--- src/qesp_pkg.sv ---
`timescale 1ns / 1ps
// ----------------------------------------------------------------------------
// qesp_pkg: shared types and constants of the quadrature encoder decoder
// Field widths, register indexes and reset values, the words that pass
// between the stages, and the count sign extension.
// ----------------------------------------------------------------------------
package qesp_pkg;

   // width of the position counter, 8 to 32
   localparam int CountWidth    = 32;
   localparam int FieldWidth    = 32;
   localparam int RpmWidth      = 47;
   localparam int RevWidth      = 8;
   localparam int ScaleWidth    = 16;
   localparam int MsWidth       = 32;
   localparam int CsrDataWidth  = 16;
   localparam int CsrIndexWidth = 1;

   localparam logic [RevWidth-1:0]   RevReset   = RevWidth'(10);
   localparam logic [ScaleWidth-1:0] ScaleReset = ScaleWidth'(375);
   localparam logic [MsWidth-1:0]    MsMax      = {MsWidth{1'b1}};

   typedef enum logic [CsrIndexWidth-1:0] {
      CSR_REVOLUTIONS = 1'b0,
      CSR_RPM_SCALE   = 1'b1
   } csr_index_type;

   typedef logic [CountWidth-1:0] count_type;

   // one pin sample as held in the input register
   typedef struct packed {
      logic                         a_level;
      logic                         b_level;
      logic                         index_level;
      logic                         ms_tick;
      logic                         sample_speed;
      logic                         load_count;
      logic signed [FieldWidth-1:0] load_value;
   } req_word_type;

   // decoded word handed from the decode stage to the speed stage
   typedef struct packed {
      logic signed [FieldWidth-1:0] position_count;
      logic                         direction;
      logic signed [FieldWidth-1:0] speed_delta;
      logic [FieldWidth-1:0]        delta_magnitude;
      logic                         speed_strobe;
      logic [MsWidth-1:0]           interval_total_ms;
      logic                         interval_new;
      logic                         edge_error;
   } mid_word_type;

   // result word as held in the output register
   typedef struct packed {
      logic signed [FieldWidth-1:0] position_count;
      logic                         direction;
      logic signed [FieldWidth-1:0] speed_delta;
      logic [RpmWidth-1:0]          rpm_x64;
      logic [MsWidth-1:0]           interval_total_ms;
      logic                         interval_new;
      logic                         edge_error;
   } rsp_word_type;

   function automatic logic signed [FieldWidth-1:0] sign_extend_count(input count_type v);
      return FieldWidth'(signed'(v));
   endfunction

endpackage

--- src/qesp_req_if.sv ---
`timescale 1ns / 1ps
// ----------------------------------------------------------------------------
// qesp_req_if: pin sample channel
// Valid/ready channel that carries one sample of the encoder pins per word.
// ----------------------------------------------------------------------------
interface qesp_req_if
   import qesp_pkg::*;
   ();
   logic                         valid;
   logic                         ready;
   logic                         a_level;
   logic                         b_level;
   logic                         index_level;
   logic                         ms_tick;
   logic                         sample_speed;
   logic                         load_count;
   logic signed [FieldWidth-1:0] load_value;

   modport source (
      output valid, a_level, b_level, index_level, ms_tick, sample_speed,
             load_count, load_value,
      input  ready
   );

   modport sink (
      input  valid, a_level, b_level, index_level, ms_tick, sample_speed,
             load_count, load_value,
      output ready
   );
endinterface

--- src/qesp_rsp_if.sv ---
`timescale 1ns / 1ps
// ----------------------------------------------------------------------------
// qesp_rsp_if: result channel
// Valid/ready channel that carries one decoder result word per sample.
// ----------------------------------------------------------------------------
interface qesp_rsp_if
   import qesp_pkg::*;
   ();
   logic                         valid;
   logic                         ready;
   logic signed [FieldWidth-1:0] position_count;
   logic                         direction;
   logic signed [FieldWidth-1:0] speed_delta;
   logic [RpmWidth-1:0]          rpm_x64;
   logic [MsWidth-1:0]           interval_total_ms;
   logic                         interval_new;
   logic                         edge_error;

   modport source (
      output valid, position_count, direction, speed_delta, rpm_x64,
             interval_total_ms, interval_new, edge_error,
      input  ready
   );

   modport sink (
      input  valid, position_count, direction, speed_delta, rpm_x64,
             interval_total_ms, interval_new, edge_error,
      output ready
   );
endinterface

--- src/qesp_decode.sv ---
`timescale 1ns / 1ps
// ----------------------------------------------------------------------------
// qesp_decode: input register and x4 decode stage
// Registers each pin sample, then updates position, speed snapshot,
// millisecond total and revolution count in one pass and hands the
// decoded word to the speed stage.
// ----------------------------------------------------------------------------
module qesp_decode
   import qesp_pkg::*;
(
   input  logic               clock,
   input  logic               reset,
   qesp_req_if.sink           req_chan,
   input  logic [RevWidth-1:0] revolutions_to_average,
   output mid_word_type       mid_word,
   output logic               mid_valid,
   input  logic               mid_ready,
   output logic               in_busy
);

   logic         in_valid_ff, in_valid_in;
   req_word_type in_word_ff;
   logic         in_ready;
   logic         advance;

   logic                  prev_a_ff, prev_a_in;
   logic                  prev_b_ff, prev_b_in;
   logic                  prev_index_ff, prev_index_in;
   count_type             position_ff, position_in;
   count_type             snapshot_ff, snapshot_in;
   logic                  direction_ff, direction_in;
   logic signed [FieldWidth-1:0] delta_ff, delta_in;
   logic [RevWidth-1:0]   rev_count_ff, rev_count_in;
   logic [MsWidth-1:0]    running_ms_ff, running_ms_in;
   logic [MsWidth-1:0]    interval_ff, interval_in;

   mid_word_type mid_word_ff, mid_word_in;
   logic         mid_valid_ff, mid_valid_in;

   logic                  a_changed, b_changed, phase_xor;
   count_type             pos_decoded;
   logic                  dir_decoded;
   logic                  edge_error;
   logic signed [FieldWidth-1:0] delta_now;
   logic [FieldWidth-1:0] delta_mag;
   logic [MsWidth-1:0]    ms_ticked;
   logic [RevWidth-1:0]   rev_next;
   logic                  interval_new;

   // input register: take a word whenever it is empty or drains this cycle
   assign in_ready       = !in_valid_ff || mid_ready;
   assign req_chan.ready = in_ready;
   assign advance        = in_valid_ff && mid_ready;
   assign in_valid_in    = in_ready ? req_chan.valid : in_valid_ff;

   // phase decode by the xor rule; both phases moving holds the count
   always_comb begin
      a_changed   = in_word_ff.a_level ^ prev_a_ff;
      b_changed   = in_word_ff.b_level ^ prev_b_ff;
      phase_xor   = in_word_ff.a_level ^ in_word_ff.b_level;
      pos_decoded = position_ff;
      dir_decoded = direction_ff;
      edge_error  = 1'b0;
      priority if (a_changed && b_changed) begin
         edge_error = 1'b1;
      end else if (a_changed || b_changed) begin
         // forward when the changed phase agrees with the xor rule
         dir_decoded = ~(phase_xor ^ b_changed);
         pos_decoded = dir_decoded ? position_ff - count_type'(1)
                                   : position_ff + count_type'(1);
      end else begin
         edge_error = 1'b0;
      end
   end

   // preset, speed strobe, millisecond count and index edge
   always_comb begin
      position_in = in_word_ff.load_count ? in_word_ff.load_value[CountWidth-1:0]
                                          : pos_decoded;
      delta_now   = sign_extend_count(position_in - snapshot_ff);
      delta_mag   = delta_now[FieldWidth-1] ? FieldWidth'(0) - FieldWidth'(delta_now)
                                            : FieldWidth'(delta_now);
      snapshot_in = in_word_ff.sample_speed ? position_in : snapshot_ff;
      delta_in    = in_word_ff.sample_speed ? delta_now : delta_ff;

      ms_ticked = (in_word_ff.ms_tick && running_ms_ff != MsMax)
                  ? running_ms_ff + MsWidth'(1) : running_ms_ff;
      rev_next      = rev_count_ff + RevWidth'(1);
      running_ms_in = ms_ticked;
      rev_count_in  = rev_count_ff;
      interval_in   = interval_ff;
      interval_new  = 1'b0;
      if (in_word_ff.index_level && !prev_index_ff) begin
         rev_count_in = rev_next;
         if (rev_next == revolutions_to_average) begin
            interval_in   = ms_ticked;
            running_ms_in = '0;
            rev_count_in  = '0;
            interval_new  = 1'b1;
         end
      end

      prev_a_in     = in_word_ff.a_level;
      prev_b_in     = in_word_ff.b_level;
      prev_index_in = in_word_ff.index_level;
      direction_in  = dir_decoded;
   end

   // decoded word for the speed stage
   always_comb begin
      mid_word_in.position_count    = sign_extend_count(position_in);
      mid_word_in.direction         = dir_decoded;
      mid_word_in.speed_delta       = delta_in;
      mid_word_in.delta_magnitude   = delta_mag;
      mid_word_in.speed_strobe      = in_word_ff.sample_speed;
      mid_word_in.interval_total_ms = interval_in;
      mid_word_in.interval_new      = interval_new;
      mid_word_in.edge_error        = edge_error;
      mid_valid_in = mid_ready ? in_valid_ff : mid_valid_ff;
   end

   // control and decoder state
   always_ff @(posedge clock) begin
      if (reset) begin
         in_valid_ff   <= 1'b0;
         mid_valid_ff  <= 1'b0;
         prev_a_ff     <= 1'b0;
         prev_b_ff     <= 1'b0;
         prev_index_ff <= 1'b0;
         position_ff   <= '0;
         snapshot_ff   <= '0;
         direction_ff  <= 1'b0;
         delta_ff      <= '0;
         rev_count_ff  <= '0;
         running_ms_ff <= '0;
         interval_ff   <= '0;
      end else begin
         in_valid_ff  <= in_valid_in;
         mid_valid_ff <= mid_valid_in;
         if (advance) begin
            prev_a_ff     <= prev_a_in;
            prev_b_ff     <= prev_b_in;
            prev_index_ff <= prev_index_in;
            position_ff   <= position_in;
            snapshot_ff   <= snapshot_in;
            direction_ff  <= direction_in;
            delta_ff      <= delta_in;
            rev_count_ff  <= rev_count_in;
            running_ms_ff <= running_ms_in;
            interval_ff   <= interval_in;
         end
      end
   end

   // payload registers
   always_ff @(posedge clock) begin
      if (in_ready && req_chan.valid) begin
         in_word_ff.a_level      <= req_chan.a_level;
         in_word_ff.b_level      <= req_chan.b_level;
         in_word_ff.index_level  <= req_chan.index_level;
         in_word_ff.ms_tick      <= req_chan.ms_tick;
         in_word_ff.sample_speed <= req_chan.sample_speed;
         in_word_ff.load_count   <= req_chan.load_count;
         in_word_ff.load_value   <= req_chan.load_value;
      end
      if (advance) begin
         mid_word_ff <= mid_word_in;
      end
   end

   assign mid_word  = mid_word_ff;
   assign mid_valid = mid_valid_ff;
   assign in_busy   = in_valid_ff;

endmodule

--- src/qesp_speed.sv ---
`timescale 1ns / 1ps
// ----------------------------------------------------------------------------
// qesp_speed: rpm multiply and output register
// Scales the latched delta magnitude on a speed strobe, holds the latched
// rpm between strobes and registers the result word.
// ----------------------------------------------------------------------------
module qesp_speed
   import qesp_pkg::*;
(
   input  logic                  clock,
   input  logic                  reset,
   input  mid_word_type          mid_word,
   input  logic                  mid_valid,
   output logic                  mid_ready,
   input  logic [ScaleWidth-1:0] rpm_scale,
   qesp_rsp_if.source            rsp_chan
);

   logic                 out_valid_ff, out_valid_in;
   rsp_word_type         out_word_ff, out_word_in;
   logic [RpmWidth-1:0]  rpm_ff, rpm_in;
   logic [FieldWidth+ScaleWidth-1:0] product;
   logic                 take;

   // output register frees when empty or when its word is taken
   assign mid_ready    = !out_valid_ff || rsp_chan.ready;
   assign take         = mid_valid && mid_ready;
   assign out_valid_in = mid_ready ? mid_valid : out_valid_ff;

   // scale the magnitude, 32 by 16 bits
   assign product = (FieldWidth+ScaleWidth)'(mid_word.delta_magnitude) *
                    (FieldWidth+ScaleWidth)'(rpm_scale);
   assign rpm_in  = mid_word.speed_strobe ? product[RpmWidth-1:0] : rpm_ff;

   always_comb begin
      out_word_in.position_count    = mid_word.position_count;
      out_word_in.direction         = mid_word.direction;
      out_word_in.speed_delta       = mid_word.speed_delta;
      out_word_in.rpm_x64           = rpm_in;
      out_word_in.interval_total_ms = mid_word.interval_total_ms;
      out_word_in.interval_new      = mid_word.interval_new;
      out_word_in.edge_error        = mid_word.edge_error;
   end

   // control and latched rpm
   always_ff @(posedge clock) begin
      if (reset) begin
         out_valid_ff <= 1'b0;
         rpm_ff       <= '0;
      end else begin
         out_valid_ff <= out_valid_in;
         if (take) begin
            rpm_ff <= rpm_in;
         end
      end
   end

   // result payload
   always_ff @(posedge clock) begin
      if (take) begin
         out_word_ff <= out_word_in;
      end
   end

   assign rsp_chan.valid             = out_valid_ff;
   assign rsp_chan.position_count    = out_word_ff.position_count;
   assign rsp_chan.direction         = out_word_ff.direction;
   assign rsp_chan.speed_delta       = out_word_ff.speed_delta;
   assign rsp_chan.rpm_x64           = out_word_ff.rpm_x64;
   assign rsp_chan.interval_total_ms = out_word_ff.interval_total_ms;
   assign rsp_chan.interval_new      = out_word_ff.interval_new;
   assign rsp_chan.edge_error        = out_word_ff.edge_error;

endmodule

--- src/quadrature_encoder_speed_period.sv ---
`timescale 1ns / 1ps
// ----------------------------------------------------------------------------
// quadrature_encoder_speed_period: x4 quadrature decoder with speed and
// revolution period measurement
// Top level: configuration registers, decode stage and speed stage.
// ----------------------------------------------------------------------------
// The block takes one pin sample word per clock unless stalled and returns
// one result word per sample, in order: a word passes the input register,
// the decode stage register and then the output register. Throughput is one
// word per cycle while the result side does not stall, set by the position
// and revolution state update in the decode stage; the rpm multiply (32 by
// 16 bits) has its own stage. A stall on the result side freezes the decode
// and output registers together, so an empty slot between words is not
// closed up; the sample side sees ready low while the input register holds
// a word and the decode stage is stalled. The user must write configuration
// through the csr port while no words are in flight; the block does not enforce it.
module quadrature_encoder_speed_period
   import qesp_pkg::*;
(
   input  logic                     clock,
   input  logic                     reset,
   qesp_req_if.sink                 req_chan,
   qesp_rsp_if.source               rsp_chan,
   input  logic                     csr_write_enable,
   input  logic [CsrIndexWidth-1:0] csr_index,
   input  logic [CsrDataWidth-1:0]  csr_write_data
);

   logic [RevWidth-1:0]   rev_avg_ff, rev_avg_in;
   logic [ScaleWidth-1:0] scale_ff, scale_in;
   mid_word_type          mid_word;
   logic                  mid_valid;
   logic                  mid_ready;
   logic                  in_busy;

   // register write decode
   always_comb begin
      rev_avg_in = rev_avg_ff;
      scale_in   = scale_ff;
      if (csr_write_enable) begin
         unique case (csr_index_type'(csr_index))
            CSR_REVOLUTIONS: rev_avg_in = csr_write_data[RevWidth-1:0];
            CSR_RPM_SCALE:   scale_in   = csr_write_data[ScaleWidth-1:0];
         endcase
      end
   end

   always_ff @(posedge clock) begin
      if (reset) begin
         rev_avg_ff <= RevReset;
         scale_ff   <= ScaleReset;
      end else begin
         rev_avg_ff <= rev_avg_in;
         scale_ff   <= scale_in;
      end
   end

   qesp_decode u_decode (
      .clock                  (clock),
      .reset                  (reset),
      .req_chan               (req_chan),
      .revolutions_to_average (rev_avg_ff),
      .mid_word               (mid_word),
      .mid_valid              (mid_valid),
      .mid_ready              (mid_ready),
      .in_busy                (in_busy)
   );

   qesp_speed u_speed (
      .clock     (clock),
      .reset     (reset),
      .mid_word  (mid_word),
      .mid_valid (mid_valid),
      .mid_ready (mid_ready),
      .rpm_scale (scale_ff),
      .rsp_chan  (rsp_chan)
   );

`ifndef SYNTHESIS
   logic [1:0] in_flight;
   logic       req_fire;
   logic       rsp_fire;
   assign in_flight = 2'(in_busy) + 2'(mid_valid) + 2'(rsp_chan.valid);
   assign req_fire  = req_chan.valid && req_chan.ready;
   assign rsp_fire  = rsp_chan.valid && rsp_chan.ready;

   // a word taken in and none delivered grows the occupancy by one
   a_fill: assert property (@(posedge clock) disable iff (reset)
      req_fire && !rsp_fire |=> in_flight == $past(in_flight) + 2'd1)
      else $error("occupancy did not grow on accept");

   // a word delivered and none taken in shrinks the occupancy by one
   a_drain: assert property (@(posedge clock) disable iff (reset)
      !req_fire && rsp_fire |=> in_flight == $past(in_flight) - 2'd1)
      else $error("occupancy did not shrink on delivery");

   // a nonzero speed always comes from a nonzero latched delta
   a_rpm: assert property (@(posedge clock) disable iff (reset)
      rsp_chan.valid && rsp_chan.rpm_x64 != '0 |-> rsp_chan.speed_delta != '0)
      else $error("rpm without a latched delta");
`endif

endmodule

--- src/flat_wrapper.sv ---
// flat-port wrapper written by rule: the top's interface ports become plain ports
module quadrature_encoder_speed_period_flat import qesp_pkg::*;
  (clock, reset, csr_write_enable, csr_index, csr_write_data, req_chan_valid, req_chan_a_level, req_chan_b_level, req_chan_index_level, req_chan_ms_tick, req_chan_sample_speed, req_chan_load_count, req_chan_load_value, req_chan_ready, rsp_chan_valid, rsp_chan_position_count, rsp_chan_direction, rsp_chan_speed_delta, rsp_chan_rpm_x64, rsp_chan_interval_total_ms, rsp_chan_interval_new, rsp_chan_edge_error, rsp_chan_ready);
  qesp_req_if req_chan_i ();
  qesp_rsp_if rsp_chan_i ();
  input  logic clock;
  input  logic reset;
  input  logic csr_write_enable;
  input  logic [CsrIndexWidth-1:0] csr_index;
  input  logic [CsrDataWidth-1:0] csr_write_data;
  input wire logic [$bits(req_chan_i.valid)-1:0] req_chan_valid;
  input wire logic [$bits(req_chan_i.a_level)-1:0] req_chan_a_level;
  input wire logic [$bits(req_chan_i.b_level)-1:0] req_chan_b_level;
  input wire logic [$bits(req_chan_i.index_level)-1:0] req_chan_index_level;
  input wire logic [$bits(req_chan_i.ms_tick)-1:0] req_chan_ms_tick;
  input wire logic [$bits(req_chan_i.sample_speed)-1:0] req_chan_sample_speed;
  input wire logic [$bits(req_chan_i.load_count)-1:0] req_chan_load_count;
  input wire logic [$bits(req_chan_i.load_value)-1:0] req_chan_load_value;
  output wire logic [$bits(req_chan_i.ready)-1:0] req_chan_ready;
  output wire logic [$bits(rsp_chan_i.valid)-1:0] rsp_chan_valid;
  output wire logic [$bits(rsp_chan_i.position_count)-1:0] rsp_chan_position_count;
  output wire logic [$bits(rsp_chan_i.direction)-1:0] rsp_chan_direction;
  output wire logic [$bits(rsp_chan_i.speed_delta)-1:0] rsp_chan_speed_delta;
  output wire logic [$bits(rsp_chan_i.rpm_x64)-1:0] rsp_chan_rpm_x64;
  output wire logic [$bits(rsp_chan_i.interval_total_ms)-1:0] rsp_chan_interval_total_ms;
  output wire logic [$bits(rsp_chan_i.interval_new)-1:0] rsp_chan_interval_new;
  output wire logic [$bits(rsp_chan_i.edge_error)-1:0] rsp_chan_edge_error;
  input wire logic [$bits(rsp_chan_i.ready)-1:0] rsp_chan_ready;
  assign req_chan_i.valid = req_chan_valid;
  assign req_chan_i.a_level = req_chan_a_level;
  assign req_chan_i.b_level = req_chan_b_level;
  assign req_chan_i.index_level = req_chan_index_level;
  assign req_chan_i.ms_tick = req_chan_ms_tick;
  assign req_chan_i.sample_speed = req_chan_sample_speed;
  assign req_chan_i.load_count = req_chan_load_count;
  assign req_chan_i.load_value = req_chan_load_value;
  assign req_chan_ready = req_chan_i.ready;
  assign rsp_chan_valid = rsp_chan_i.valid;
  assign rsp_chan_position_count = rsp_chan_i.position_count;
  assign rsp_chan_direction = rsp_chan_i.direction;
  assign rsp_chan_speed_delta = rsp_chan_i.speed_delta;
  assign rsp_chan_rpm_x64 = rsp_chan_i.rpm_x64;
  assign rsp_chan_interval_total_ms = rsp_chan_i.interval_total_ms;
  assign rsp_chan_interval_new = rsp_chan_i.interval_new;
  assign rsp_chan_edge_error = rsp_chan_i.edge_error;
  assign rsp_chan_i.ready = rsp_chan_ready;
  quadrature_encoder_speed_period u_core (.clock(clock), .reset(reset), .req_chan(req_chan_i), .rsp_chan(rsp_chan_i), .csr_write_enable(csr_write_enable), .csr_index(csr_index), .csr_write_data(csr_write_data));
endmodule
--- config.mk ---
export PLATFORM = sky130hd
export DESIGN_NAME = quadrature_encoder_speed_period_flat
export DESIGN_NICKNAME = d
export VERILOG_FILES = /design/src/qesp_pkg.sv /design/src/qesp_req_if.sv /design/src/qesp_rsp_if.sv /design/src/qesp_decode.sv /design/src/qesp_speed.sv /design/src/quadrature_encoder_speed_period.sv /design/src/flat_wrapper.sv
export SDC_FILE = /design/constraint.sdc
export NUM_CORES = 2
export LEC_CHECK = 0
export BUFFER_PORTS_ARGS = -buffer_cell sky130_fd_sc_hd__buf_2
export CAP_MARGIN = 20
export CORE_MARGIN = 5
export CORE_UTILIZATION = 31
export CTS_CLUSTER_SIZE = 28
export DETAILED_ROUTE_END_ITERATION = 16
export PLACE_DENSITY = 0.57
export SLEW_MARGIN = 20
export SYNTH_ARGS = -nofsm -noshare
export SYNTH_HDL_FRONTEND = slang
export SYNTH_SLANG_ARGS = --single-unit
export TNS_END_PERCENT = 5
--- constraint.sdc ---
create_clock -name clock -period 9.5 [get_ports clock]
set_input_delay 0.95 -clock clock [delete_from_list [all_inputs] [get_ports clock]]
set_output_delay 0.95 -clock clock [all_outputs]
set_load 0.03 [all_outputs]
==> impl_metrics.toml <==
[cts]
cts.path.max_buffers = 3
htreeDepth = 2
cts-root-buf = "clkbuf_16"
clkTransAtPathRegs_ns = 0.07
cts.sinks = 562
holdBufCountCts = 0
postCtsSetupBuffers = 0
cts_tree = "built"
numCtsBuffers = 60
worstSkewPairLatency_ns = 0.70
cts_resized = 0

[worst_setup_path]
cp_cell_sequence = "nand2_1 > fa_1 > inv_1 > fa_1 > inv_1 > fa_1 > inv_1 > fa_1 > fa_1 > inv_1 > fa_1 > inv_1 > ha_1 > nand2_1 > nor2_1 > nand4_1 > o31a_1 > a21oi_1 > o2111ai_1 > a31oi_1 > a221oi_1 > xnor2_1 > mux2_2"
r2r_start = "u_core.u_decode.mid_word[50]"
rr_worst_depth = 23
startpoint = "u_core.u_decode.mid_word[50]"
slowest_delay_ns = 0.99
path_common_cell = "fa_1"
crit_cells = 23
timing.critical_path.arrival_ns = 8.38
r2r-end = "u_core.u_speed.rsp_chan.rpm_x64[45]"
r2r_slack_ns = 1.54
worstSetupPathType = "reg2reg"
crit_path_top_delay_cell = "edfxtp_1"
crit_family = "adder cells"
start_kind = "flip-flop"
worstPathRequired_ns = 9.92
path_buf_inv = 5
crit_path_end = "u_core.u_speed.rsp_chan.rpm_x64[45]"
crit_fanout = 16
end_kind = "flip-flop"

[grt]
grt_start_max_net_pins = 137
grt_pass1_wl_um = 177800
grt_usage_pct = 16.05
gr-total-overflow = 0
grt_pass1_vias = 29960
antenna_found_initial = 7

[sta]
rsz0062_at_grt = "no"
fmax_ghz = 0.1256
fin_crit_sh_pct = 83.83
relSlewSlack_pct = 33.94
finalHoldViolCount = 0
tns_ns = 0
tightest_slew_ns = 0.9806
clock_skew_ns = 0.04368
setup_violations = 0
final-max-slew-violation-count = 0
fin_hold_ws_ns = 0.3900
layout_min_cycle_time_ns = 7.964

[layout]
n_fill_cell = 13270
final_area_um2 = 45800
seq_area_um2 = 14420
drive_gt1_share_pct = 10.87
area_growth_pct = 11.99
fin_nets = 5013
multiInputGateArea_um2 = 23460

[detailed_routing]
firstDrtPassIters = 6
ant_nets = 0
drt_iter0_drc = 2115
via_per_inst = 4.818
detail_route.wl_per_cell_um = 18.41
drc = 0
routed_wl_um = 114000
vias = 29830

[synth]
synth_nets = 4923
synth_seq_cells = 562
avgSynthCellArea_um2 = 9.525
ys_seq_area_share_pct = 35.24
synth-edff-count = 316
synth.distinct_cells = 89
synth-main-ff-cell = "edfxtp_1"
async_flop_share_pct = 0
synth_cells = 4294
yosys_warnings = 0
syn_area_um2 = 40900

[floorplan]
dieArea_um2 = 139300
placementRows = 133
die_x_um = 373.2
placeableCoreArea_um2 = 131300
start_util_pct = 31.15
ioPinCount = 208
fp.dieH_um = 373.2

[place]
place_hpwl_um = 83400
place_area_um2 = 43690
numPortBuffers = 207
routabilityCongestion = 0.8902

[run_status]
status = "complete, no violations"

[flow_run]
maxCapViolations = 0

[min_path]
hold_class = "reg2reg"
==> final cells by class <==
type / count / area share (%)
tap: 1755 / 4.794
inverter: 570 / 4.688
timing repair buffer: 262 / 3.210
clock inverter: 28 / 0.8987
antenna: 1 / 0.005463
sequential: 562 / 31.49
multi-input combinational: 2928 / 51.23
clock buffer: 86 / 3.690
==> kinds of logic after synthesis <==
group / count (synthesis) / share of synthesized area (%)
flops: 562 / 35.24
compound gates: 624 / 9.245
xor+xnor: 182 / 3.971
mux: 119 / 3.160
simple gates: 1434 / 15.88
fa+ha+maj: 569 / 25.08
buf+inv: 804 / 7.425
==> routing by layer <==
layer,vias up,track usage [%],share of wire [%]
li1,14100,-,-
met1,14760,21.91,45
met2,846,26.10,46
met3,125,3.505,6.8
met4,2,3.884,2.4
met5,-,0,0.011
==> cell usage after synthesis, drive strengths merged, types with 5 or more instances <==
library cell | n | area (um^2)
nand2 | 763 | 2864
inv | 570 | 2140
fa | 418 | 8368
edfxtp | 316 | 9489
a21oi | 270 | 1366
dfxtp | 246 | 4925
nor2 | 230 | 863.3
clkbuf | 211 | 792.0
and2 | 176 | 1101
ha | 151 | 1889
o21ai | 150 | 754.5
xnor2 | 124 | 1101
mux2 | 78 | 882.1
xor2 | 58 | 523.0
nand3 | 56 | 280.3
a211oi | 44 | 330.3
nor3 | 44 | 230.2
mux2i | 41 | 410.4
a21o | 27 | 202.7
or3 | 27 | 173.9
nand4 | 24 | 150.1
buf | 23 | 105.1
and3 | 22 | 137.6
o21a | 17 | 127.6
o21bai | 15 | 112.6
nand2b | 14 | 87.58
a31oi | 13 | 81.33
nor2b | 13 | 81.33
nor4 | 13 | 93.84
o31ai | 12 | 90.09
or4 | 12 | 93.84
and4 | 10 | 87.58
a22oi | 9 | 67.56
nor3b | 9 | 72.57
a41oi | 8 | 70.07
a2111oi | 6 | 85.09
a221oi | 5 | 43.79
o211ai | 5 | 37.54
o31a | 5 | 43.79
==> flip-flops by register name, summed over array words and instances (netlist names), 32 cells and up <==
name,cells
u_core.u_decode.running_ms_ff,32
u_core.u_speed.rsp_chan.position_count,32
u_core.u_decode.snapshot_ff,32
u_core.u_decode.position_ff,32
u_core.u_decode.delta_ff,32
u_core.u_speed.rpm_ff,47
u_core.u_speed.rsp_chan.rpm_x64,47
u_core.u_decode.in_word_ff,35
u_core.u_decode.interval_ff,32
u_core.u_decode.mid_word,132
u_core.u_speed.rsp_chan.interval_total_ms,32
u_core.u_speed.rsp_chan.speed_delta,32
==> cell usage in the layout (no fill, tap or decap), types with 60 or more instances in the layout <==
cell,synthesis,routed
and2_1,172,170
a21oi_1,266,266
dfxtp_1,246,239
nand2_1,763,761
o21ai_0,142,142
buf_2,9,206
inv_1,570,569
clkbuf_16,0,60
ha_1,151,151
mux2_2,77,77
xnor2_1,122,122
edfxtp_1,316,316
nor2_1,230,230
fa_1,418,418
==> worst reg2reg max path: cells and delay by family, from the launching register on <==
kind | cells | cell delay [ns]
simple gates | 4 | 0.67
compound gates | 5 | 1.89
buf+inv | 5 | 0.27
mux | 1 | 0.28
flops | 1 | 0.99
xor+xnor | 1 | 0.18
fa+ha+maj | 7 | 3.41
==> per-stage QoR <==
step / setup WS (ns) / cells / utilization (%)
2_1_floorplan: 2.812 / 4294 / -
3_3_place_gp: 1.741 / 6077 / 33.28
3_5_place_dp: 1.637 / 6077 / 33.28
4_1_cts: 1.601 / 6191 / 34.88
5_1_grt: 1.004 / 6191 / 34.88
6_report: 1.536 / 6192 / 34.89
==> worst min-delay path by stage <==
stage / startpoint / to / slack, ns / cells after the start
after global routing: u_core.u_decode.mid_word[70] / u_core.u_speed.rsp_chan.speed_delta[3] / 0.39 / 0
after CTS: req_chan_ms_tick / u_core.u_decode.in_word_ff[34] / 0.37 / 1
after global placement: u_core.u_decode.mid_word[72] / u_core.u_speed.rsp_chan.speed_delta[5] / 0.40 / 0
final: u_core.u_decode.mid_word[70] / u_core.u_speed.rsp_chan.speed_delta[3] / 0.39 / 0
after floorplan: u_core.u_decode.mid_word[99] / u_core.u_speed.rsp_chan.direction / 0.40 / 0
after detailed placement: u_core.u_decode.mid_word[117] / u_core.u_speed.rsp_chan.position_count[17] / 0.40 / 0
Power is not shown: default switching activity piles up to over one toggle a cycle in this logic, so the estimate is an artifact.
